$ cat config.mk
export PLATFORM = sky130hd
export DESIGN_NAME = infix_expression_evaluator_top_flat
export DESIGN_NICKNAME = d
export VERILOG_FILES = /design/src/iee_pkg.sv /design/src/iee_if.sv /design/src/iee_ram.sv /design/src/iee_alu.sv /design/src/infix_expression_evaluator_top.sv /design/src/flat_wrapper.sv
export SDC_FILE = /design/constraint.sdc
export NUM_CORES = 2
export LEC_CHECK = 0
export BUFFER_PORTS_ARGS = -buffer_cell sky130_fd_sc_hd__buf_2
export CORE_UTILIZATION = 45
export CTS_CLUSTER_DIAMETER = 80
export DETAILED_ROUTE_END_ITERATION = 7
export GPL_TIMING_DRIVEN = 0
export PLACE_DENSITY = 0.61
export SYNTH_ARGS = -nofsm -noshare
export SYNTH_HDL_FRONTEND = slang
export SYNTH_SLANG_ARGS = --single-unit
$ cat constraint.sdc
create_clock -name clock -period 9.15 [get_ports clock]
set_input_delay 0.915 -clock clock [delete_from_list [all_inputs] [get_ports clock]]
set_output_delay 0.915 -clock clock [all_outputs]
set_load 0.005 [all_outputs]
$ cat src/iee_pkg.sv
package iee_pkg;

   // operator codes held on the operator stack
   localparam logic [2:0] OP_LP  = 3'd0;
   localparam logic [2:0] OP_ADD = 3'd1;
   localparam logic [2:0] OP_SUB = 3'd2;
   localparam logic [2:0] OP_MUL = 3'd3;
   localparam logic [2:0] OP_DIV = 3'd4;
   localparam logic [2:0] OP_POW = 3'd5;

   // error codes
   localparam logic [1:0] ERR_NONE     = 2'd0;
   localparam logic [1:0] ERR_DIV_ZERO = 2'd1;
   localparam logic [1:0] ERR_OVERFLOW = 2'd2;
   localparam logic [1:0] ERR_OPERAND  = 2'd3;

   // characters
   localparam logic [7:0] CH_POW   = 8'h5e;
   localparam logic [7:0] CH_MUL   = 8'h2a;
   localparam logic [7:0] CH_DIV   = 8'h2f;
   localparam logic [7:0] CH_ADD   = 8'h2b;
   localparam logic [7:0] CH_SUB   = 8'h2d;
   localparam logic [7:0] CH_LP    = 8'h28;
   localparam logic [7:0] CH_RP    = 8'h29;
   localparam logic [7:0] CH_ZERO  = 8'h30;
   localparam logic [7:0] CH_NINE  = 8'h39;

   localparam int OP_WIDTH = 3;

   function automatic logic [1:0] prec(input logic [2:0] op);
      case (op)
         OP_POW:         prec = 2'd3;
         OP_MUL, OP_DIV: prec = 2'd2;
         OP_ADD, OP_SUB: prec = 2'd1;
         default:        prec = 2'd0;
      endcase
   endfunction

endpackage

$ cat src/iee_if.sv
interface iee_req_if;
   logic       valid;
   logic       ready;
   logic [7:0] char_code;
   logic       is_last;
   modport source (output valid, char_code, is_last, input ready);
   modport sink   (input valid, char_code, is_last, output ready);
endinterface

interface iee_rsp_if;
   logic        valid;
   logic        ready;
   logic [31:0] value;
   logic [1:0]  error_code;
   modport source (output valid, value, error_code, input ready);
   modport sink   (input valid, value, error_code, output ready);
endinterface

$ cat src/iee_ram.sv
module iee_ram #(
   parameter int WIDTH = 32,
   parameter int DEPTH = 16
) (
   input  logic                     clock,
   input  logic                     wr_en,
   input  logic [$clog2(DEPTH)-1:0] wr_addr,
   input  logic [WIDTH-1:0]         wr_data,
   input  logic [$clog2(DEPTH)-1:0] rd_addr,
   output logic [WIDTH-1:0]         rd_data
);
   logic [WIDTH-1:0] mem [DEPTH];

   // one write port, one registered read port
   always_ff @(posedge clock) begin
      if (wr_en) begin
         mem[wr_addr] <= wr_data;
      end
      rd_data <= mem[rd_addr];
   end
endmodule

$ cat src/iee_alu.sv
module iee_alu #(
   parameter int VALUE_WIDTH = 32
) (
   input  logic                   clock,
   input  logic                   reset,
   input  logic                   start,
   input  logic [2:0]             op,
   input  logic [VALUE_WIDTH-1:0] a,
   input  logic [VALUE_WIDTH-1:0] b,
   output logic                   done,
   output logic [VALUE_WIDTH-1:0] result,
   output logic                   div_zero
);
   localparam int CW = $clog2(VALUE_WIDTH + 1);

   logic                   busy_ff, busy_in;
   logic [2:0]             op_ff, op_in;
   logic [VALUE_WIDTH-1:0] acc_ff, acc_in;    // product / quotient / power result
   logic [VALUE_WIDTH-1:0] x_ff, x_in;        // multiplicand / dividend / base
   logic [VALUE_WIDTH-1:0] y_ff, y_in;        // multiplier / divisor / exponent
   logic [VALUE_WIDTH-1:0] rem_ff, rem_in;
   logic [CW-1:0]          cnt_ff, cnt_in;
   logic                   neg_ff, neg_in;
   logic                   done_ff, done_in;
   logic [VALUE_WIDTH-1:0] res_ff, res_in;
   logic                   dz_ff, dz_in;

   logic [VALUE_WIDTH-1:0] ma, mb, rem_sh;
   logic [VALUE_WIDTH:0]   rem_try;

   assign ma = a[VALUE_WIDTH-1] ? (~a + 1'b1) : a;
   assign mb = b[VALUE_WIDTH-1] ? (~b + 1'b1) : b;
   assign rem_sh  = {rem_ff[VALUE_WIDTH-2:0], x_ff[VALUE_WIDTH-1]};
   assign rem_try = {1'b0, rem_sh} - {1'b0, y_ff};

   // add/sub done at start; iterative shift-add multiply, restoring divide, square-multiply power
   always_comb begin
      busy_in = busy_ff; op_in = op_ff; acc_in = acc_ff; x_in = x_ff; y_in = y_ff;
      rem_in = rem_ff; cnt_in = cnt_ff; neg_in = neg_ff; done_in = 1'b0;
      res_in = res_ff; dz_in = dz_ff;
      if (start) begin
         op_in = op; x_in = a; y_in = b; acc_in = '0; rem_in = '0; dz_in = 1'b0;
         cnt_in = CW'(VALUE_WIDTH); neg_in = 1'b0; busy_in = 1'b1;
         case (op)
            iee_pkg::OP_ADD: begin res_in = a + b; busy_in = 1'b0; done_in = 1'b1; end
            iee_pkg::OP_SUB: begin res_in = a - b; busy_in = 1'b0; done_in = 1'b1; end
            iee_pkg::OP_DIV: begin
               if (b == '0) begin
                  res_in = '0; dz_in = 1'b1; busy_in = 1'b0; done_in = 1'b1;
               end else begin
                  x_in = ma; y_in = mb; neg_in = a[VALUE_WIDTH-1] ^ b[VALUE_WIDTH-1];
               end
            end
            iee_pkg::OP_POW: begin
               acc_in = VALUE_WIDTH'(1);
               if (b[VALUE_WIDTH-1]) begin
                  res_in = VALUE_WIDTH'(1); busy_in = 1'b0; done_in = 1'b1;
               end
            end
            iee_pkg::OP_MUL: ;
            default: begin res_in = '0; busy_in = 1'b0; done_in = 1'b1; end
         endcase
      end else if (busy_ff) begin
         case (op_ff)
            iee_pkg::OP_DIV: begin
               x_in = {x_ff[VALUE_WIDTH-2:0], 1'b0};
               if (!rem_try[VALUE_WIDTH]) begin
                  rem_in = rem_try[VALUE_WIDTH-1:0];
                  acc_in = {acc_ff[VALUE_WIDTH-2:0], 1'b1};
               end else begin
                  rem_in = rem_sh;
                  acc_in = {acc_ff[VALUE_WIDTH-2:0], 1'b0};
               end
               cnt_in = cnt_ff - 1'b1;
               if (cnt_ff == CW'(1)) begin
                  busy_in = 1'b0; done_in = 1'b1;
                  res_in = neg_ff ? (~acc_in + 1'b1) : acc_in;
               end
            end
            iee_pkg::OP_POW: begin
               if (y_ff == '0) begin
                  busy_in = 1'b0; done_in = 1'b1; res_in = acc_ff;
               end else begin
                  if (y_ff[0]) acc_in = acc_ff * x_ff;
                  x_in = x_ff * x_ff;
                  y_in = y_ff >> 1;
               end
            end
            default: begin
               // multiply, one bit a cycle
               if (y_ff == '0) begin
                  busy_in = 1'b0; done_in = 1'b1; res_in = acc_ff;
               end else begin
                  if (y_ff[0]) acc_in = acc_ff + x_ff;
                  x_in = x_ff << 1;
                  y_in = y_ff >> 1;
               end
            end
         endcase
      end
   end

   always_ff @(posedge clock) begin
      if (reset) begin
         busy_ff <= 1'b0;
         done_ff <= 1'b0;
      end else begin
         busy_ff <= busy_in;
         done_ff <= done_in;
      end
      op_ff <= op_in; acc_ff <= acc_in; x_ff <= x_in; y_ff <= y_in; rem_ff <= rem_in;
      cnt_ff <= cnt_in; neg_ff <= neg_in; res_ff <= res_in; dz_ff <= dz_in;
   end

   assign done     = done_ff;
   assign result   = res_ff;
   assign div_zero = dz_ff;
endmodule

$ cat src/infix_expression_evaluator_top.sv
// a digit, '(' or ignored item is decoded and finished before the next accept, an
// operator or ')' also reads the operator stack; each operator applied reads two values
// and runs the arithmetic unit (add/sub, multiply, divide, power); the last item adds
// the drain and the output state
// throughput: one item at a time, set by the stack memories' read latency and the ALU
// reset: synchronous, active high; clears counts, sticky error and control
module infix_expression_evaluator_top #(
   parameter int STACK_DEPTH = 16,
   parameter int VALUE_WIDTH = 32
) (
   input logic clock,
   input logic reset,
   iee_req_if.sink   req,
   iee_rsp_if.source rsp
);
   localparam int AW = (STACK_DEPTH > 1) ? $clog2(STACK_DEPTH) : 1;
   localparam int CW = $clog2(STACK_DEPTH + 1);

   typedef enum logic [9:0] {
      S_IDLE  = 10'b0000000001,
      S_DEC   = 10'b0000000010,
      S_OPRD  = 10'b0000000100,  // operator top read in flight
      S_OPCHK = 10'b0000001000,
      S_VRD1  = 10'b0000010000,  // value b arrives
      S_VRD2  = 10'b0000100000,  // read value a
      S_ALU   = 10'b0001000000,
      S_WAIT  = 10'b0010000000,
      S_FIN   = 10'b0100000000,
      S_OUT   = 10'b1000000000
   } state_type;

   typedef enum logic [1:0] {
      M_RPAREN = 2'd0,
      M_OPER   = 2'd1,
      M_DRAIN  = 2'd2
   } mode_type;

   state_type              state_ff, state_in;
   mode_type               mode_ff, mode_in;
   logic [CW-1:0]          vcnt_ff, vcnt_in, ocnt_ff, ocnt_in;
   logic [1:0]             err_ff, err_in;
   logic [7:0]             ch_ff, ch_in;
   logic                   last_ff, last_in;
   logic [2:0]             newop_ff, newop_in;
   logic [2:0]             top_ff, top_in;
   logic [VALUE_WIDTH-1:0] b_ff, b_in;
   logic                   rsp_valid_ff, rsp_valid_in;
   logic [31:0]            rsp_value_ff, rsp_value_in;
   logic [1:0]             rsp_err_ff, rsp_err_in;

   logic                   vwe, owe;
   logic [AW-1:0]          vwa, vra, owa, ora;
   logic [VALUE_WIDTH-1:0] vwd, vrd;
   logic [2:0]             owd, ord;
   logic                   alu_start, alu_done, alu_dz;
   logic [VALUE_WIDTH-1:0] alu_res;
   logic [1:0]             err_set;

   iee_ram #(.WIDTH(VALUE_WIDTH), .DEPTH(STACK_DEPTH)) u_vstack (
      .clock(clock), .wr_en(vwe), .wr_addr(vwa), .wr_data(vwd),
      .rd_addr(vra), .rd_data(vrd)
   );
   iee_ram #(.WIDTH(iee_pkg::OP_WIDTH), .DEPTH(STACK_DEPTH)) u_ostack (
      .clock(clock), .wr_en(owe), .wr_addr(owa), .wr_data(owd),
      .rd_addr(ora), .rd_data(ord)
   );
   iee_alu #(.VALUE_WIDTH(VALUE_WIDTH)) u_alu (
      .clock(clock), .reset(reset), .start(alu_start), .op(top_ff),
      .a(vrd), .b(b_ff), .done(alu_done), .result(alu_res), .div_zero(alu_dz)
   );

   assign req.ready      = (state_ff == S_IDLE) && !rsp_valid_ff;
   assign rsp.valid      = rsp_valid_ff;
   assign rsp.value      = rsp_value_ff;
   assign rsp.error_code = rsp_err_ff;

   // sequencer over the two stacks
   always_comb begin
      state_in = state_ff; mode_in = mode_ff; vcnt_in = vcnt_ff; ocnt_in = ocnt_ff;
      err_set = iee_pkg::ERR_NONE; ch_in = ch_ff; last_in = last_ff;
      newop_in = newop_ff; top_in = top_ff; b_in = b_ff;
      rsp_valid_in = rsp_valid_ff; rsp_value_in = rsp_value_ff; rsp_err_in = rsp_err_ff;
      vwe = 1'b0; vwa = AW'(vcnt_ff); vwd = '0;
      owe = 1'b0; owa = AW'(ocnt_ff); owd = '0;
      vra = AW'(vcnt_ff - 1'b1); ora = AW'(ocnt_ff - 1'b1);
      alu_start = 1'b0;

      if (rsp_valid_ff && rsp.ready) rsp_valid_in = 1'b0;

      case (state_ff)
         S_IDLE: begin
            if (req.valid && req.ready) begin
               ch_in = req.char_code; last_in = req.is_last; state_in = S_DEC;
            end
         end
         S_DEC: begin
            state_in = S_FIN;
            if (ch_ff >= iee_pkg::CH_ZERO && ch_ff <= iee_pkg::CH_NINE) begin
               if (vcnt_ff >= CW'(STACK_DEPTH)) err_set = iee_pkg::ERR_OVERFLOW;
               else begin
                  vwe = 1'b1;
                  vwd = VALUE_WIDTH'(ch_ff - iee_pkg::CH_ZERO);
                  vcnt_in = vcnt_ff + 1'b1;
               end
            end else if (ch_ff == iee_pkg::CH_LP) begin
               if (ocnt_ff >= CW'(STACK_DEPTH)) err_set = iee_pkg::ERR_OVERFLOW;
               else begin
                  owe = 1'b1; owd = iee_pkg::OP_LP; ocnt_in = ocnt_ff + 1'b1;
               end
            end else if (ch_ff == iee_pkg::CH_RP) begin
               mode_in = M_RPAREN; state_in = S_OPRD;
            end else begin
               case (ch_ff)
                  iee_pkg::CH_ADD: begin newop_in = iee_pkg::OP_ADD; mode_in = M_OPER;
                                         state_in = S_OPRD; end
                  iee_pkg::CH_SUB: begin newop_in = iee_pkg::OP_SUB; mode_in = M_OPER;
                                         state_in = S_OPRD; end
                  iee_pkg::CH_MUL: begin newop_in = iee_pkg::OP_MUL; mode_in = M_OPER;
                                         state_in = S_OPRD; end
                  iee_pkg::CH_DIV: begin newop_in = iee_pkg::OP_DIV; mode_in = M_OPER;
                                         state_in = S_OPRD; end
                  iee_pkg::CH_POW: begin newop_in = iee_pkg::OP_POW; mode_in = M_OPER;
                                         state_in = S_OPRD; end
                  default: ;
               endcase
            end
         end
         S_OPRD: begin
            // operator top read issued with ora; data next cycle
            state_in = S_OPCHK;
         end
         S_OPCHK: begin
            top_in = ord;
            if (ocnt_ff == '0) begin
               if (mode_ff == M_OPER) begin
                  owe = 1'b1; owd = newop_ff; ocnt_in = ocnt_ff + 1'b1;
               end
               state_in = S_FIN;
            end else if (ord == iee_pkg::OP_LP) begin
               if (mode_ff == M_OPER) begin
                  if (ocnt_ff >= CW'(STACK_DEPTH)) err_set = iee_pkg::ERR_OVERFLOW;
                  else begin
                     owe = 1'b1; owd = newop_ff; ocnt_in = ocnt_ff + 1'b1;
                  end
                  state_in = S_FIN;
               end else if (mode_ff == M_RPAREN) begin
                  ocnt_in = ocnt_ff - 1'b1; state_in = S_FIN;
               end else begin
                  ocnt_in = ocnt_ff - 1'b1; state_in = S_OPRD;
               end
            end else if (mode_ff == M_OPER &&
                         iee_pkg::prec(newop_ff) > iee_pkg::prec(ord)) begin
               if (ocnt_ff >= CW'(STACK_DEPTH)) err_set = iee_pkg::ERR_OVERFLOW;
               else begin
                  owe = 1'b1; owd = newop_ff; ocnt_in = ocnt_ff + 1'b1;
               end
               state_in = S_FIN;
            end else begin
               // pop the top operator; apply it if two values are on the stack
               ocnt_in = ocnt_ff - 1'b1;
               if (vcnt_ff < CW'(2)) begin
                  err_set = iee_pkg::ERR_OPERAND; state_in = S_OPRD;
               end else begin
                  state_in = S_VRD1;
               end
            end
         end
         S_VRD1: begin
            // b arrives from vcnt-1; issue a read at vcnt-2
            b_in = vrd;
            vra = AW'(vcnt_ff - CW'(2));
            state_in = S_VRD2;
         end
         S_VRD2: begin
            vra = AW'(vcnt_ff - CW'(2));
            state_in = S_ALU;
         end
         S_ALU: begin
            alu_start = 1'b1;
            state_in = S_WAIT;
         end
         S_WAIT: begin
            if (alu_done) begin
               if (alu_dz) err_set = iee_pkg::ERR_DIV_ZERO;
               vwe = 1'b1; vwa = AW'(vcnt_ff - CW'(2)); vwd = alu_res;
               vcnt_in = vcnt_ff - 1'b1;
               state_in = S_OPRD;
            end
         end
         S_FIN: begin
            // end of character; drain if last
            if (last_ff) begin
               if (ocnt_ff != '0) begin
                  mode_in = M_DRAIN; state_in = S_OPRD;
               end else begin
                  state_in = S_OUT;
               end
            end else begin
               state_in = S_IDLE;
            end
         end
         S_OUT: begin
            // top value read issued at vcnt-1 in S_FIN, or in S_OPCHK when a drain ends
            rsp_valid_in = 1'b1;
            if (vcnt_ff == '0) begin
               rsp_value_in = '0;
               rsp_err_in = (err_ff == iee_pkg::ERR_NONE) ? iee_pkg::ERR_OPERAND : err_ff;
            end else begin
               rsp_value_in = 32'(signed'(vrd));
               rsp_err_in = err_ff;
            end
            vcnt_in = '0; ocnt_in = '0; last_in = 1'b0;
            state_in = S_IDLE;
         end
         default: state_in = S_IDLE;
      endcase

      // drain ends by returning through S_OPCHK with an empty stack
      if (state_ff == S_OPCHK && mode_ff == M_DRAIN && ocnt_ff == '0) state_in = S_OUT;
      if (state_ff == S_OPCHK && mode_ff == M_DRAIN && ocnt_ff == '0) begin
         vra = AW'(vcnt_ff - 1'b1);
      end

      err_in = err_ff;
      if (state_ff == S_OUT) err_in = iee_pkg::ERR_NONE;
      else if (err_ff == iee_pkg::ERR_NONE) err_in = err_set;
   end

   always_ff @(posedge clock) begin
      if (reset) begin
         state_ff     <= S_IDLE;
         mode_ff      <= M_OPER;
         vcnt_ff      <= '0;
         ocnt_ff      <= '0;
         err_ff       <= iee_pkg::ERR_NONE;
         rsp_valid_ff <= 1'b0;
         last_ff      <= 1'b0;
      end else begin
         state_ff     <= state_in;
         mode_ff      <= mode_in;
         vcnt_ff      <= vcnt_in;
         ocnt_ff      <= ocnt_in;
         err_ff       <= err_in;
         rsp_valid_ff <= rsp_valid_in;
         last_ff      <= last_in;
      end
      ch_ff <= ch_in; newop_ff <= newop_in; top_ff <= top_in; b_ff <= b_in;
      rsp_value_ff <= rsp_value_in; rsp_err_ff <= rsp_err_in;
   end
endmodule

$ cat src/flat_wrapper.sv
// flat-port wrapper written by rule: the top's interface ports become plain ports
module infix_expression_evaluator_top_flat 
#(
   parameter int STACK_DEPTH = 16,
   parameter int VALUE_WIDTH = 32
)
  (clock, reset, req_valid, req_char_code, req_is_last, req_ready, rsp_valid, rsp_value, rsp_error_code, rsp_ready);
  iee_req_if req_i ();
  iee_rsp_if rsp_i ();
  input logic clock;
  input logic reset;
  input wire logic [$bits(req_i.valid)-1:0] req_valid;
  input wire logic [$bits(req_i.char_code)-1:0] req_char_code;
  input wire logic [$bits(req_i.is_last)-1:0] req_is_last;
  output wire logic [$bits(req_i.ready)-1:0] req_ready;
  output wire logic [$bits(rsp_i.valid)-1:0] rsp_valid;
  output wire logic [$bits(rsp_i.value)-1:0] rsp_value;
  output wire logic [$bits(rsp_i.error_code)-1:0] rsp_error_code;
  input wire logic [$bits(rsp_i.ready)-1:0] rsp_ready;
  assign req_i.valid = req_valid;
  assign req_i.char_code = req_char_code;
  assign req_i.is_last = req_is_last;
  assign req_ready = req_i.ready;
  assign rsp_valid = rsp_i.valid;
  assign rsp_value = rsp_i.value;
  assign rsp_error_code = rsp_i.error_code;
  assign rsp_i.ready = rsp_ready;
  infix_expression_evaluator_top #(.STACK_DEPTH(STACK_DEPTH), .VALUE_WIDTH(VALUE_WIDTH)) u_core (.clock(clock), .reset(reset), .req(req_i), .rsp(rsp_i));
endmodule
==> impl_metrics.env <==
export IMPL_synthCells=6499
export IMPL_io_buffers=48
export IMPL_dp_cells=8631
export IMPL_met3_usage=0.0577
export IMPL_use_met2=0.474
export IMPL_nets=7824
export IMPL_cp_arrival_ns=9.37
export IMPL_crit_family="adder cells"
export IMPL_synth_nets=7655
export IMPL_path_class="reg -> reg"
export IMPL_wl_per_cell_um=27.7
export IMPL_start_util=0.456
export IMPL_final_cell_mix="inv_1, fa_1, edfxtp_1"
export IMPL_crit_required_ns=9.51
export IMPL_synth_top_area_frac=0.325
export IMPL_synthDistinctLibCells=89
export IMPL_synth_fa_ha_area_frac=0.282
export IMPL_yosys_area_top_type="edfxtp_1"
export IMPL_status="finished, final reports clean"
export IMPL_vias=51800
export IMPL_synth_compound_gate_area_share=0.0815
export IMPL_drv_slew=0
export IMPL_htreeDepth=3
export IMPL_synth_edf_count=773
export IMPL_ant_nets=0
export IMPL_finalCritPeriodShare=0.984
export IMPL_core_sq_mm=0.157
export IMPL_synth_seq_cells=873
export IMPL_crit_path_end_kind="flip-flop"
export IMPL_synth_area_leaders="edfxtp_1, fa_1, ha_1, inv_1, mux4_2"
export IMPL_clk_latency_ns=0.70
export IMPL_layout_drive_gt1_share=0.0747
export IMPL_io_pins=49
export IMPL_path_max_fanout=10
export IMPL_synthSimpleGateAreaFrac=0.128
export IMPL_synthArstFlopShare=0
export IMPL_maxCapViolCount=0
export IMPL_drt_iter0_markers=5103
export IMPL_grt_max_degree=33
export IMPL_via_per_inst=5.88
export IMPL_grt_pass1_vias=52700
export IMPL_layoutNonFillerInstCount=8808
export IMPL_synth_seq_area_share=0.353
export IMPL_syn2layout_area_growth_pct=9.34
export IMPL_multi_input_area_sq_mm=0.0419
export IMPL_crit_top_cell="fa_1"
export IMPL_num_fill_cells=14200
export IMPL_cpPeakStageDelay_ns=0.68
export IMPL_drc=0
export IMPL_routed_wl_um=244000
export IMPL_fp_dieH_um=401
export IMPL_drtPass1Iterations=6
export IMPL_fin_util=0.498
export IMPL_ys_flop_type="edfxtp_1"
export IMPL_seq_area_sq_mm=0.0252
export IMPL_max_freq_mhz=111
export IMPL_syn_area_per_cell_sq_um=11.0
export IMPL_cts_tree="built"
export IMPL_start_kind="flip-flop"
export IMPL_final_common_cell="inv_1"
export IMPL_overflow=0
export IMPL_vdd_ir_drop_max_mv=0.204
export IMPL_synth_xor_area_share=0.0372
export IMPL_p_total_mw=8.30
export IMPL_dieWidth_um=401
export IMPL_dp_hpwl_um=190000
export IMPL_worstHoldPathType="in -> reg"
export IMPL_numCtsBuffers=83
export IMPL_path_clk_slew_ns=0.07
export IMPL_path_buf_inv=5
export IMPL_cts_root_buf="clkbuf_16"
export IMPL_numClockSinks=873
export IMPL_grtUsageMet1=0.403
export IMPL_clock_skew_ns=0.0447
export IMPL_finalSetupViolCount=0
export IMPL_tightest_slew_ns=1.43
export IMPL_fin_crit_ns=9.00
export IMPL_synth_area_sq_mm=0.0715
export IMPL_cp_cell_sequence="clkbuf_2, clkbuf_1, nand2_1, fa_1, fa_1, inv_1, fa_1, inv_1, fa_1, inv_1, fa_1, fa_1, fa_1, fa_1, ha_1, a21o_1, a21oi_1, o21ai_0, or3_1, o211a_1, or2_2, a311oi_1, a211oi_1"
export IMPL_grt_pass1_wl_um=357000
export IMPL_synthMuxAreaShare=0.0544
export IMPL_hold_viol_final=0
export IMPL_cts_hold_buf=0
export IMPL_slew_headroom=0.0469
export IMPL_power_density_mw_per_mm2=106
export IMPL_p_leak_nw=31.2
export IMPL_synth_top_family_by_area="adder cells"
export IMPL_row_count=145
export IMPL_busiest_layer="met2"
export IMPL_clockBufferDepth=3
export IMPL_rsz0062_at_grt="yes"
export IMPL_gp_congestion=0.978
export IMPL_cp_slowest_cell="clkbuf_1"
export IMPL_yosys_warnings=0
export IMPL_dieArea_sq_mm=0.160
export IMPL_antenna_found_initial=18
export IMPL_gr_usage_all_layers=0.304
-- sequential cells by signal, summed over array words and instances, names as in the netlist, 2 cells and up --
name,flops
u_core.b_ff,32
u_core.ch_ff,8
u_core.err_ff,2
u_core.mode_ff,2
u_core.newop_ff,3
u_core.ocnt_ff,5
u_core.rsp.error_code,2
u_core.rsp.value,32
u_core.state_ff,10
u_core.top_ff,3
u_core.u_alu.acc_ff,32
u_core.u_alu.cnt_ff,6
u_core.u_alu.op_ff,3
u_core.u_alu.rem_ff,31
u_core.u_alu.result,32
u_core.u_alu.x_ff,32
u_core.u_alu.y_ff,32
u_core.u_ostack.mem,48
u_core.u_ostack.rd_data,3
u_core.u_vstack.mem,512
u_core.u_vstack.rd_data,32
u_core.vcnt_ff,5
-- report_power, final --
part / total (mW) / switching (mW) / internal (mW)
Combinational: 0.229 / 0.141 / 0.0882
Sequential: 4.34 / 0.0390 / 4.30
Clock: 3.74 / 1.60 / 2.14
Total: 8.30 / 1.78 / 6.52
-- metrics by stage --
stage          instance area (sq um)  TNS (ns)  hold slack, ns  setup WS, ns
3_3_place_gp                   74300     -1.09           0.442        -0.471
4_1_cts                        78000         0           0.338        0.0146
2_1_floorplan                  71500         0           0.424          1.70
6_report                       78200         0           0.394         0.147
5_1_grt                        78100  -0.00117           0.364      -0.00117
3_5_place_dp                   75000    -0.947           0.461        -0.415
-- final timing paths --
path / from / end / slack, ns / depth (start not counted)
max reg2reg: u_core.u_alu.x_ff[17] / u_core.u_alu.x_ff[30] / 0.15 / 23
max: u_core.u_alu.x_ff[17] / u_core.u_alu.x_ff[30] / 0.15 / 23
min reg2reg: u_core.u_vstack.rd_data[0] / u_core.b_ff[0] / 0.47 / 0
min: req_char_code[3] / u_core.ch_ff[3] / 0.39 / 1
-- Yosys cell counts (all sizes together) (9+ instances only) --
library cell    n
nand2b         37
mux2i          61
or3            38
a211o          10
a21boi         14
o41ai          16
ha            365
o21bai         17
nand3b         10
xnor2         177
edfxtp        773
a31oi          38
a211oi        111
a21o           54
nand2         602
o21ai         197
mux4          143
nand4          11
buf            41
a21oi         251
and2          426
o31ai          18
o211ai         24
or4            18
nor4           31
fa            778
nor3b          18
nor3           90
inv           900
clkbuf        277
or2            18
nand3          62
a311oi          9
o22ai          21
o21a           33
nor2b          90
dfxtp         100
and3           33
nor2          335
xor2          124
-- kinds of logic (layout without fill, tap and decap cells) --
kind of cell               after synthesis  count (layout)
AOI/OAI and AO/OA                      908             908
DFF                                    873             873
other                                    0              13
and+or+nand+nor                       1845            1845
muxes                                  209             209
buffers and inverters                 1219            1457
xor gates and xnor gates               302             302
adders and majority gates             1143            1143
-- layer usage --
layer  vias to the layer above  share of wire  wire length (um)
li1                      22200              -                 -
met1                     26500           0.40             97300
met2                      2511           0.45            109000
met3                       582          0.090             21800
met4                         6          0.063             15400
met5                         -        0.00033                80
-- final cells by class --
type / instances / area share
tap: 2058 / 0.0329
clock inverter: 49 / 0.00941
inverter: 901 / 0.0433
sequential: 873 / 0.323
buffer: 317 / 0.0168
clock buffer: 105 / 0.0282
antenna: 13 / 0.000416
multi-input combinational: 4407 / 0.536
timing repair buffer: 85 / 0.0109
-- repair_timing --
item | in CTS | in global routing
pin swaps | 0 | 0
setup endpoints to repair | 7 | 9
buffers inserted | 0 | 11
resized for setup | 15 | 118
No activity file was read; power rests on OpenSTA's default activity.
